<file path="config.mk">
export PLATFORM = sky130hd
export DESIGN_NAME = frame_rms_level
export DESIGN_NICKNAME = d
export VERILOG_FILES = /design/src/hw/rtl/frl_pkg.sv /design/src/hw/rtl/frame_rms_level.sv /design/src/hw/rtl/frl_front.sv /design/src/hw/rtl/frl_queue.sv /design/src/hw/rtl/frl_back.sv
export SDC_FILE = /design/constraint.sdc
export NUM_CORES = 1
export LEC_CHECK = 0
export BUFFER_PORTS_ARGS = -buffer_cell sky130_fd_sc_hd__buf_2
export CORE_ASPECT_RATIO = 2
export CORE_MARGIN = 4
export CORE_UTILIZATION = 40
export CTS_CLUSTER_DIAMETER = 60
export DETAILED_ROUTE_END_ITERATION = 7
export PLACE_DENSITY = 0.69
export SETUP_SLACK_MARGIN = 0.2
export SKIP_CTS_REPAIR_TIMING = 1
export SYNTH_ARGS = -nofsm -noshare
export SYNTH_HDL_FRONTEND = slang
export SYNTH_SLANG_ARGS = --single-unit
</file>
<file path="constraint.sdc">
create_clock -name aclk -period 7.7 [get_ports aclk]
set_input_delay 0.385 -clock aclk [delete_from_list [all_inputs] [get_ports aclk]]
set_output_delay 0.385 -clock aclk [all_outputs]
set_load 0.005 [all_outputs]
</file>
<file path="src/hw/rtl/frl_pkg.sv">
package frl_pkg;

    // sample and accumulator geometry
    localparam int SAMPLE_BITS = 16;
    localparam int MAX_FRAME   = 1024;
    localparam int SMP_W       = 16;
    localparam int RMS_W       = 16;
    localparam int LEN_W       = 11;
    localparam int SUM_W       = 40;
    localparam int CNT_W       = $clog2(MAX_FRAME + 1);
    localparam int SQ_W        = 2 * SAMPLE_BITS;
    localparam int ACC_W       = ((SQ_W > SUM_W) ? SQ_W : SUM_W) + 1;

    // back end iteration widths
    localparam int ROOT_W      = SUM_W / 2;
    localparam int STEP_W      = $clog2(SUM_W);

    // frame queue, depth a power of two
    localparam int QDEPTH      = 4;
    localparam int QPTR_W      = $clog2(QDEPTH);
    localparam int QLVL_W      = $clog2(QDEPTH + 1);

    localparam logic [SUM_W-1:0] SUM_MAX = '1;

    // totals of one finished frame
    typedef struct packed {
        logic [SUM_W-1:0] sum;
        logic [CNT_W-1:0] count;
        logic             overflow;
    } frl_frame_t;

    // front to queue
    typedef struct packed {
        logic       valid;
        frl_frame_t frame;
    } frl_push_t;

endpackage

</file>
<file path="src/hw/rtl/frame_rms_level.sv">
// channel  | direction | ports                                      | carries
// s_       | in        | s_valid s_ready s_sample s_last_sample     | one sample word
// m_       | out       | m_valid m_ready m_rms_value                | one frame result word
//          |           | m_frame_length m_length_overflow           |
//
// the front end takes one sample word per cycle while s_ready is high: square, then saturating accumulate
// each frame result is worked out in the back end by the restoring divider
//   (one quotient bit a cycle) and then the root (one bit a cycle)
// finished frames wait in a queue of QDEPTH entries; s_ready drops when it is full
//   or its last free entry is claimed by a frame still in the accumulate stage
// aresetn is synchronous, active low; it clears counters, sums, queue and state
// a result held on m_ is not blocking: the back end works on the next frame meanwhile
module frame_rms_level import frl_pkg::*; (
    input  logic                    aclk,
    input  logic                    aresetn,
    input  logic                    s_valid,
    output logic                    s_ready,
    input  logic signed [SMP_W-1:0] s_sample,
    input  logic                    s_last_sample,
    output logic                    m_valid,
    input  logic                    m_ready,
    output logic [RMS_W-1:0]        m_rms_value,
    output logic [LEN_W-1:0]        m_frame_length,
    output logic                    m_length_overflow
);

    // front to queue
    frl_push_t  push;
    logic       reserve;
    logic       can_take;

    // queue to back end
    logic       pop_valid;
    logic       pop_ready;
    frl_frame_t pop_frame;

    // sample accumulation, frame boundary detection
    frl_front u_front (
        .aclk          (aclk),
        .aresetn       (aresetn),
        .s_valid       (s_valid),
        .s_ready       (s_ready),
        .s_sample      (s_sample),
        .s_last_sample (s_last_sample),
        .q_can_take    (can_take),
        .q_reserve     (reserve),
        .q_push        (push)
    );

    // decouples the per-sample path from the slow per-frame math
    frl_queue u_queue (
        .aclk      (aclk),
        .aresetn   (aresetn),
        .push      (push),
        .reserve   (reserve),
        .can_take  (can_take),
        .pop_valid (pop_valid),
        .pop_ready (pop_ready),
        .pop_frame (pop_frame)
    );

    // mean by iterative division, then integer square root
    frl_back u_back (
        .aclk              (aclk),
        .aresetn           (aresetn),
        .q_valid           (pop_valid),
        .q_ready           (pop_ready),
        .q_frame           (pop_frame),
        .m_valid           (m_valid),
        .m_ready           (m_ready),
        .m_rms_value       (m_rms_value),
        .m_frame_length    (m_frame_length),
        .m_length_overflow (m_length_overflow)
    );

endmodule

</file>
<file path="src/hw/rtl/frl_front.sv">
module frl_front import frl_pkg::*; (
    input  logic                   aclk,
    input  logic                   aresetn,
    input  logic                   s_valid,
    output logic                   s_ready,
    input  logic signed [SMP_W-1:0] s_sample,
    input  logic                   s_last_sample,
    input  logic                   q_can_take,
    output logic                   q_reserve,
    output frl_push_t              q_push
);

    logic [SAMPLE_BITS-1:0] raw;
    logic [SAMPLE_BITS-1:0] mag;
    logic [SQ_W-1:0]        sq;
    logic                   accept;
    logic                   keep;

    logic [CNT_W-1:0]  cnt_reg, cnt_next;
    logic              ovf_reg, ovf_next;
    logic              a_valid_reg;
    logic              a_last_reg;
    logic              a_keep_reg;
    logic [SQ_W-1:0]   a_sq_reg;
    logic [CNT_W-1:0]  a_count_reg;
    logic              a_ovf_reg;
    logic [SUM_W-1:0]  sum_reg, sum_next;
    logic [ACC_W-1:0]  acc;
    logic [SUM_W-1:0]  sum_add;

    assign s_ready   = q_can_take;
    assign accept    = s_valid && s_ready;
    assign q_reserve = a_valid_reg && a_last_reg;

    // bits above the sample width are ignored, top kept bit is the sign
    assign raw  = SAMPLE_BITS'($unsigned(s_sample));
    assign mag  = raw[SAMPLE_BITS-1] ? (~raw + 1'b1) : raw;
    assign sq   = SQ_W'(mag) * SQ_W'(mag);
    assign keep = cnt_reg < CNT_W'(MAX_FRAME);

    always_comb begin
        cnt_next = cnt_reg;
        ovf_next = ovf_reg;
        if (accept) begin
            if (s_last_sample) begin
                cnt_next = '0;
                ovf_next = 1'b0;
            end else if (keep) begin
                cnt_next = cnt_reg + 1'b1;
            end else begin
                ovf_next = 1'b1;
            end
        end
    end

    // saturating accumulate
    assign acc     = ACC_W'(sum_reg) + ACC_W'(a_sq_reg);
    assign sum_add = !a_keep_reg ? sum_reg :
                     (acc > ACC_W'(SUM_MAX)) ? SUM_MAX : acc[SUM_W-1:0];

    always_comb begin
        sum_next           = sum_reg;
        q_push.valid       = 1'b0;
        q_push.frame.sum      = sum_add;
        q_push.frame.count    = a_count_reg;
        q_push.frame.overflow = a_ovf_reg;
        if (a_valid_reg) begin
            if (a_last_reg) begin
                q_push.valid = 1'b1;
                sum_next     = '0;
            end else begin
                sum_next = sum_add;
            end
        end
    end

    always_ff @(posedge aclk) begin
        if (!aresetn) begin
            cnt_reg     <= '0;
            ovf_reg     <= 1'b0;
            a_valid_reg <= 1'b0;
            a_last_reg  <= 1'b0;
            sum_reg     <= '0;
        end else begin
            cnt_reg     <= cnt_next;
            ovf_reg     <= ovf_next;
            a_valid_reg <= accept;
            a_last_reg  <= accept && s_last_sample;
            sum_reg     <= sum_next;
        end
    end

    always_ff @(posedge aclk) begin
        if (accept) begin
            a_sq_reg    <= sq;
            a_keep_reg  <= keep;
            a_count_reg <= keep ? cnt_reg + 1'b1 : cnt_reg;
            a_ovf_reg   <= ovf_reg || !keep;
        end
    end

    a_cnt_bound: assert property (@(posedge aclk) disable iff (!aresetn)
        cnt_reg <= CNT_W'(MAX_FRAME))
        else $error("sample count beyond frame limit");

    a_no_accept_full: assert property (@(posedge aclk) disable iff (!aresetn)
        accept && s_last_sample |=> q_reserve)
        else $error("last sample not tracked for queue room");

endmodule

</file>
<file path="src/hw/rtl/frl_queue.sv">
module frl_queue import frl_pkg::*; (
    input  logic       aclk,
    input  logic       aresetn,
    input  frl_push_t  push,
    input  logic       reserve,
    output logic       can_take,
    output logic       pop_valid,
    input  logic       pop_ready,
    output frl_frame_t pop_frame
);

    frl_frame_t         mem_reg [QDEPTH];
    logic [QPTR_W-1:0]  wr_ptr_reg;
    logic [QPTR_W-1:0]  rd_ptr_reg;
    logic [QLVL_W-1:0]  level_reg, level_next;
    logic               pop;
    logic [QLVL_W:0]    committed;

    assign pop       = pop_valid && pop_ready;
    assign pop_valid = level_reg != '0;
    assign pop_frame = mem_reg[rd_ptr_reg];

    // room for one more frame beyond what is stored or already on its way
    assign committed = (QLVL_W+1)'(level_reg) + (QLVL_W+1)'(reserve);
    assign can_take  = committed < (QLVL_W+1)'(QDEPTH);

    always_comb begin
        level_next = level_reg;
        case ({push.valid, pop})
            2'b10:   level_next = level_reg + 1'b1;
            2'b01:   level_next = level_reg - 1'b1;
            default: level_next = level_reg;
        endcase
    end

    always_ff @(posedge aclk) begin
        if (!aresetn) begin
            wr_ptr_reg <= '0;
            rd_ptr_reg <= '0;
            level_reg  <= '0;
        end else begin
            level_reg <= level_next;
            if (push.valid) begin
                wr_ptr_reg <= wr_ptr_reg + 1'b1;
            end
            if (pop) begin
                rd_ptr_reg <= rd_ptr_reg + 1'b1;
            end
        end
    end

    always_ff @(posedge aclk) begin
        if (push.valid) begin
            mem_reg[wr_ptr_reg] <= push.frame;
        end
    end

    a_no_overrun: assert property (@(posedge aclk) disable iff (!aresetn)
        !(push.valid && !pop && level_reg == QLVL_W'(QDEPTH)))
        else $error("frame queue overrun");

    a_level_bound: assert property (@(posedge aclk) disable iff (!aresetn)
        level_reg <= QLVL_W'(QDEPTH))
        else $error("frame queue level out of range");

endmodule

</file>
<file path="src/hw/rtl/frl_back.sv">
module frl_back import frl_pkg::*; (
    input  logic             aclk,
    input  logic             aresetn,
    input  logic             q_valid,
    output logic             q_ready,
    input  frl_frame_t       q_frame,
    output logic             m_valid,
    input  logic             m_ready,
    output logic [RMS_W-1:0] m_rms_value,
    output logic [LEN_W-1:0] m_frame_length,
    output logic             m_length_overflow
);

    typedef enum logic [1:0] {
        ST_IDLE,
        ST_DIV,
        ST_ROOT,
        ST_OUT
    } state_t;

    state_t             state_reg;
    logic [STEP_W-1:0]  step_reg;
    logic [SUM_W-1:0]   x_reg;
    logic [CNT_W-1:0]   div_reg;
    logic [CNT_W-1:0]   rem_reg;
    logic [CNT_W-1:0]   cnt_reg;
    logic               ovf_reg;
    logic [ROOT_W+1:0]  rrem_reg;
    logic [ROOT_W-1:0]  root_reg;
    logic               m_valid_reg;
    logic [RMS_W-1:0]   rms_reg;
    logic [LEN_W-1:0]   len_reg;
    logic               lovf_reg;

    // one quotient bit per cycle
    logic [CNT_W:0]     d_sh;
    logic               d_ge;
    logic [CNT_W:0]     d_diff;

    // one root bit per cycle
    logic [ROOT_W+3:0]  r_sh;
    logic [ROOT_W+3:0]  r_trial;
    logic               r_ge;
    logic [ROOT_W+3:0]  r_diff;
    logic [RMS_W-1:0]   rms_sat;
    logic               out_free;

    assign d_sh   = {rem_reg, x_reg[SUM_W-1]};
    assign d_ge   = d_sh >= (CNT_W+1)'(div_reg);
    assign d_diff = d_sh - (CNT_W+1)'(div_reg);

    assign r_sh    = {rrem_reg, x_reg[SUM_W-1:SUM_W-2]};
    assign r_trial = (ROOT_W+4)'({root_reg, 2'b01});
    assign r_ge    = r_sh >= r_trial;
    assign r_diff  = r_sh - r_trial;

    assign rms_sat  = (|root_reg[ROOT_W-1:RMS_W]) ? '1 : root_reg[RMS_W-1:0];
    assign out_free = !m_valid_reg || m_ready;

    assign q_ready           = state_reg == ST_IDLE;
    assign m_valid           = m_valid_reg;
    assign m_rms_value       = rms_reg;
    assign m_frame_length    = len_reg;
    assign m_length_overflow = lovf_reg;

    always_ff @(posedge aclk) begin
        if (!aresetn) begin
            state_reg   <= ST_IDLE;
            m_valid_reg <= 1'b0;
        end else begin
            // in ST_OUT the handoff below decides m_valid_reg
            if (m_valid_reg && m_ready && state_reg != ST_OUT) begin
                m_valid_reg <= 1'b0;
            end
            case (state_reg)
                ST_IDLE: begin
                    if (q_valid) begin
                        // a zero count divides zero by one
                        x_reg     <= (q_frame.count == '0) ? '0 : q_frame.sum;
                        div_reg   <= (q_frame.count == '0) ? CNT_W'(1) : q_frame.count;
                        rem_reg   <= '0;
                        cnt_reg   <= q_frame.count;
                        ovf_reg   <= q_frame.overflow;
                        step_reg  <= STEP_W'(SUM_W - 1);
                        state_reg <= ST_DIV;
                    end
                end
                ST_DIV: begin
                    rem_reg <= d_ge ? d_diff[CNT_W-1:0] : d_sh[CNT_W-1:0];
                    x_reg   <= {x_reg[SUM_W-2:0], d_ge};
                    if (step_reg == '0) begin
                        rrem_reg  <= '0;
                        root_reg  <= '0;
                        step_reg  <= STEP_W'(ROOT_W - 1);
                        state_reg <= ST_ROOT;
                    end else begin
                        step_reg <= step_reg - 1'b1;
                    end
                end
                ST_ROOT: begin
                    rrem_reg <= r_ge ? r_diff[ROOT_W+1:0] : r_sh[ROOT_W+1:0];
                    root_reg <= {root_reg[ROOT_W-2:0], r_ge};
                    x_reg    <= {x_reg[SUM_W-3:0], 2'b00};
                    if (step_reg == '0) begin
                        state_reg <= ST_OUT;
                    end else begin
                        step_reg <= step_reg - 1'b1;
                    end
                end
                ST_OUT: begin
                    if (out_free) begin
                        m_valid_reg <= 1'b1;
                        rms_reg     <= rms_sat;
                        len_reg     <= LEN_W'(cnt_reg);
                        lovf_reg    <= ovf_reg;
                        state_reg   <= ST_IDLE;
                    end
                end
                default: begin
                    state_reg <= ST_IDLE;
                end
            endcase
        end
    end

    a_div_nonzero: assert property (@(posedge aclk) disable iff (!aresetn)
        state_reg == ST_DIV |-> div_reg != '0)
        else $error("division by zero in back end");

    a_pop_idle: assert property (@(posedge aclk) disable iff (!aresetn)
        q_valid && q_ready |=> state_reg == ST_DIV)
        else $error("popped frame not started");

endmodule
</file>
==> flow_metrics.tcl <==
set metrics [dict create \
    synthMuxAreaShare 0.06149 \
    fin_nets 3035 \
    crit_start "s_sample[2]" \
    synth_compound_area_frac 0.1101 \
    drt_iter0_drc 951 \
    regToRegEndpoint "u_queue.mem_reg[3][28]" \
    synth_area_sq_mm 0.02928 \
    cts.sinks 468 \
    first_pass_iters 5 \
    cp_num_cells 27 \
    wire_per_inst_microns 18.08 \
    insertedDiodeCount 0 \
    postRouteWirelength_microns 65570 \
    clk_latency_ns 0.56 \
    place_ws_ns -0.2244 \
    rsz0062_at_grt "true" \
    gr-total-overflow 0 \
    seq_area_frac_synth 0.4574 \
    routed_via_density 5.340 \
    synth_top_family_by_area "adder cells" \
    cp_top_family "adder cells" \
    synth_xor_area_frac 0.03401 \
    worst_slack_ns 0.4011 \
    yosysMostFrequentCell "edfxtp_1" \
    die-area_sq_mm 0.07786 \
    holdWs_ns 0.1759 \
    dieWidth_microns 199.3 \
    r2r_start "u_front.a_sq_reg[3]" \
    tightest_slew_ns 1.075 \
    areaGrowthSynthToFinish_pct 12.37 \
    first_global_vias 20800 \
    worst_path_most_repeated_cell "fa_1" \
    worstPathArrival_ns 7.61 \
    track_usage 0.1688 \
    core_sq_mm 0.07269 \
    endpoint_kind "register" \
    cts.path.max_buffers 3 \
    grt_max_degree 55 \
    synth-adder-area-share 0.1894 \
    synthSimpleGateAreaFrac 0.08961 \
    cts.reportedPaths.clkPinSlew_ns 0.07 \
    setup_violations 0 \
    status "complete, no violations" \
    r2r_slack_ns 4.03 \
    yosys_register_bits 468 \
    fin_util 0.4526 \
    synth_common_cells "edfxtp_1, inv_1, nor2_1, nand2_1, ha_1" \
    worst-path-buf-inv 7 \
    max_freq_mhz 137.0 \
    largest_reg_flops 208 \
    yosysTopAreaCellShare 0.4123 \
    fp.dieH_microns 390.6 \
    cts_tree "built" \
    synthArstFlopShare 0 \
    remaining_drc_errors 0 \
    worstHoldStart "s_last_sample" \
    reg2reg_depth 9 \
    min_period_ns 7.299 \
    ys_types 76 \
    min_period_over_period 0.9479 \
    gp_congestion 0.9146 \
    synth-edff-count 402 \
    finClkSkew_ns 0.02873 \
    drive_above_1_share 0.1313 \
    min_path_cells 2 \
    ios 51 \
    rows 140 \
    synthCells 2545 \
    slowest_delay_ns 0.57 \
    synth_top_cell_by_area "edfxtp_1" \
    max_cap_viol_count 0 \
    min_path_type "in2reg" \
    htree_levels 2 \
    initial_core_util 0.4028 \
    crit_path_start_kind "primary input" \
    hold_viol 0 \
    ant_nets 0 \
    portBuffers 50 \
    relSlewSlack 0.2830 \
    yosysWarnings 0 \
    critPathRequiredTime_ns 8.01 \
    cp_slowest_cell "fa_1" \
    slew_violations 0 \
    grt_pass1_wl_microns 105200 \
    crit_path_max_fanout 5 \
    critical_path_class "in2reg" \
    synth_top_flop_cell "edfxtp_1" \
    tns_ns 0 \
    min_to "u_front.a_last_reg" \
    antenna_found_initial 0 \
    dp_hpwl_microns 50560 \
    syn_area_per_cell_sq_um 11.51 \
    numCtsBuffers 41 \
    clockRootBuffer "clkbuf_16" \
    ys_top_cells_by_area "edfxtp_1, fa_1, ha_1, mux4_2, inv_1" \
    dr_total_vias 19360 \
]
per-layer routing:
layer / track usage / wire length (microns)
met2: 0.3470 / 38760
met5: 0 / 0
met3: 0.01362 / 1617
met1: 0.1573 / 21360
met4: 0.09159 / 3827
through the flow:
stage / area (sq um) / std cells
2_1_floorplan: 29540 / 2554
4_1_cts: 32830 / 3623
3_5_place_dp: 31440 / 3548
3_3_place_gp: 31440 / 3548
6_report: 32900 / 3626
5_1_grt: 32900 / 3626
kinds of logic after synthesis:
logic type               count (synthesis)
AO/OA/AOI/OAI                          493
XOR/XNOR                               112
adder cells (fa/ha/maj)                343
buffers and inverters                  446
flip-flops                             468
multiplexers                           102
other                                    2
AND/OR/NAND/NOR                        579
cell usage in the layout (no fill, tap or decap), drive strengths merged, types with 18 or more instances in the layout:
cell and count:
edfxtp 402, inv 359, nor2 203, nand2 194
ha 176, fa 167, buf 158, o21ai 122
a21oi 112, xnor2 73, dfxtp 66, mux4 62
a22oi 53, clkbuf 51, xor2 39, mux2i 37
a21o 32, nand3 31, nor3 30, and3 23
nor2b 20, a22o 20, clkinv 20, a211oi 18
how the worst max path moves through the flow:
| stage | end | slack, ns |
|---|---|---|
| after floorplan | u_front.a_sq_reg[31] | 0.20 |
| after global placement | u_front.a_sq_reg[31] | -0.14 |
| after detailed placement | u_front.a_sq_reg[31] | -0.22 |
| after CTS | u_front.a_sq_reg[31] | 0.38 |
| after global routing | u_front.a_sq_reg[30] | 0.14 |
| final | u_front.a_sq_reg[30] | 0.40 |
worst register-to-register path: cells and delay by family (launching register included):
| family | cells | cell delay [ns] |
|---|---|---|
| buf+inv | 1 | 0.24 |
| simple gates | 1 | 0.17 |
| flops | 1 | 0.40 |
| fa+ha+maj | 1 | 0.34 |
| compound gates | 6 | 2.21 |
area by class of cell:
class / instances / area (sq um)
clock buffers: 51 / 1095
clock inverters: 24 / 296.5
fillers: 6604 / 39790
inverters: 362 / 1363
multi-input cells: 1640 / 14530
flip-flops and latches: 468 / 13400
well taps: 923 / 1155
repair buffers: 158 / 1061
Power is left out: the tool's default activity adds up to more than one toggle a clock period on the data nets, which glitch-free logic cannot reach.
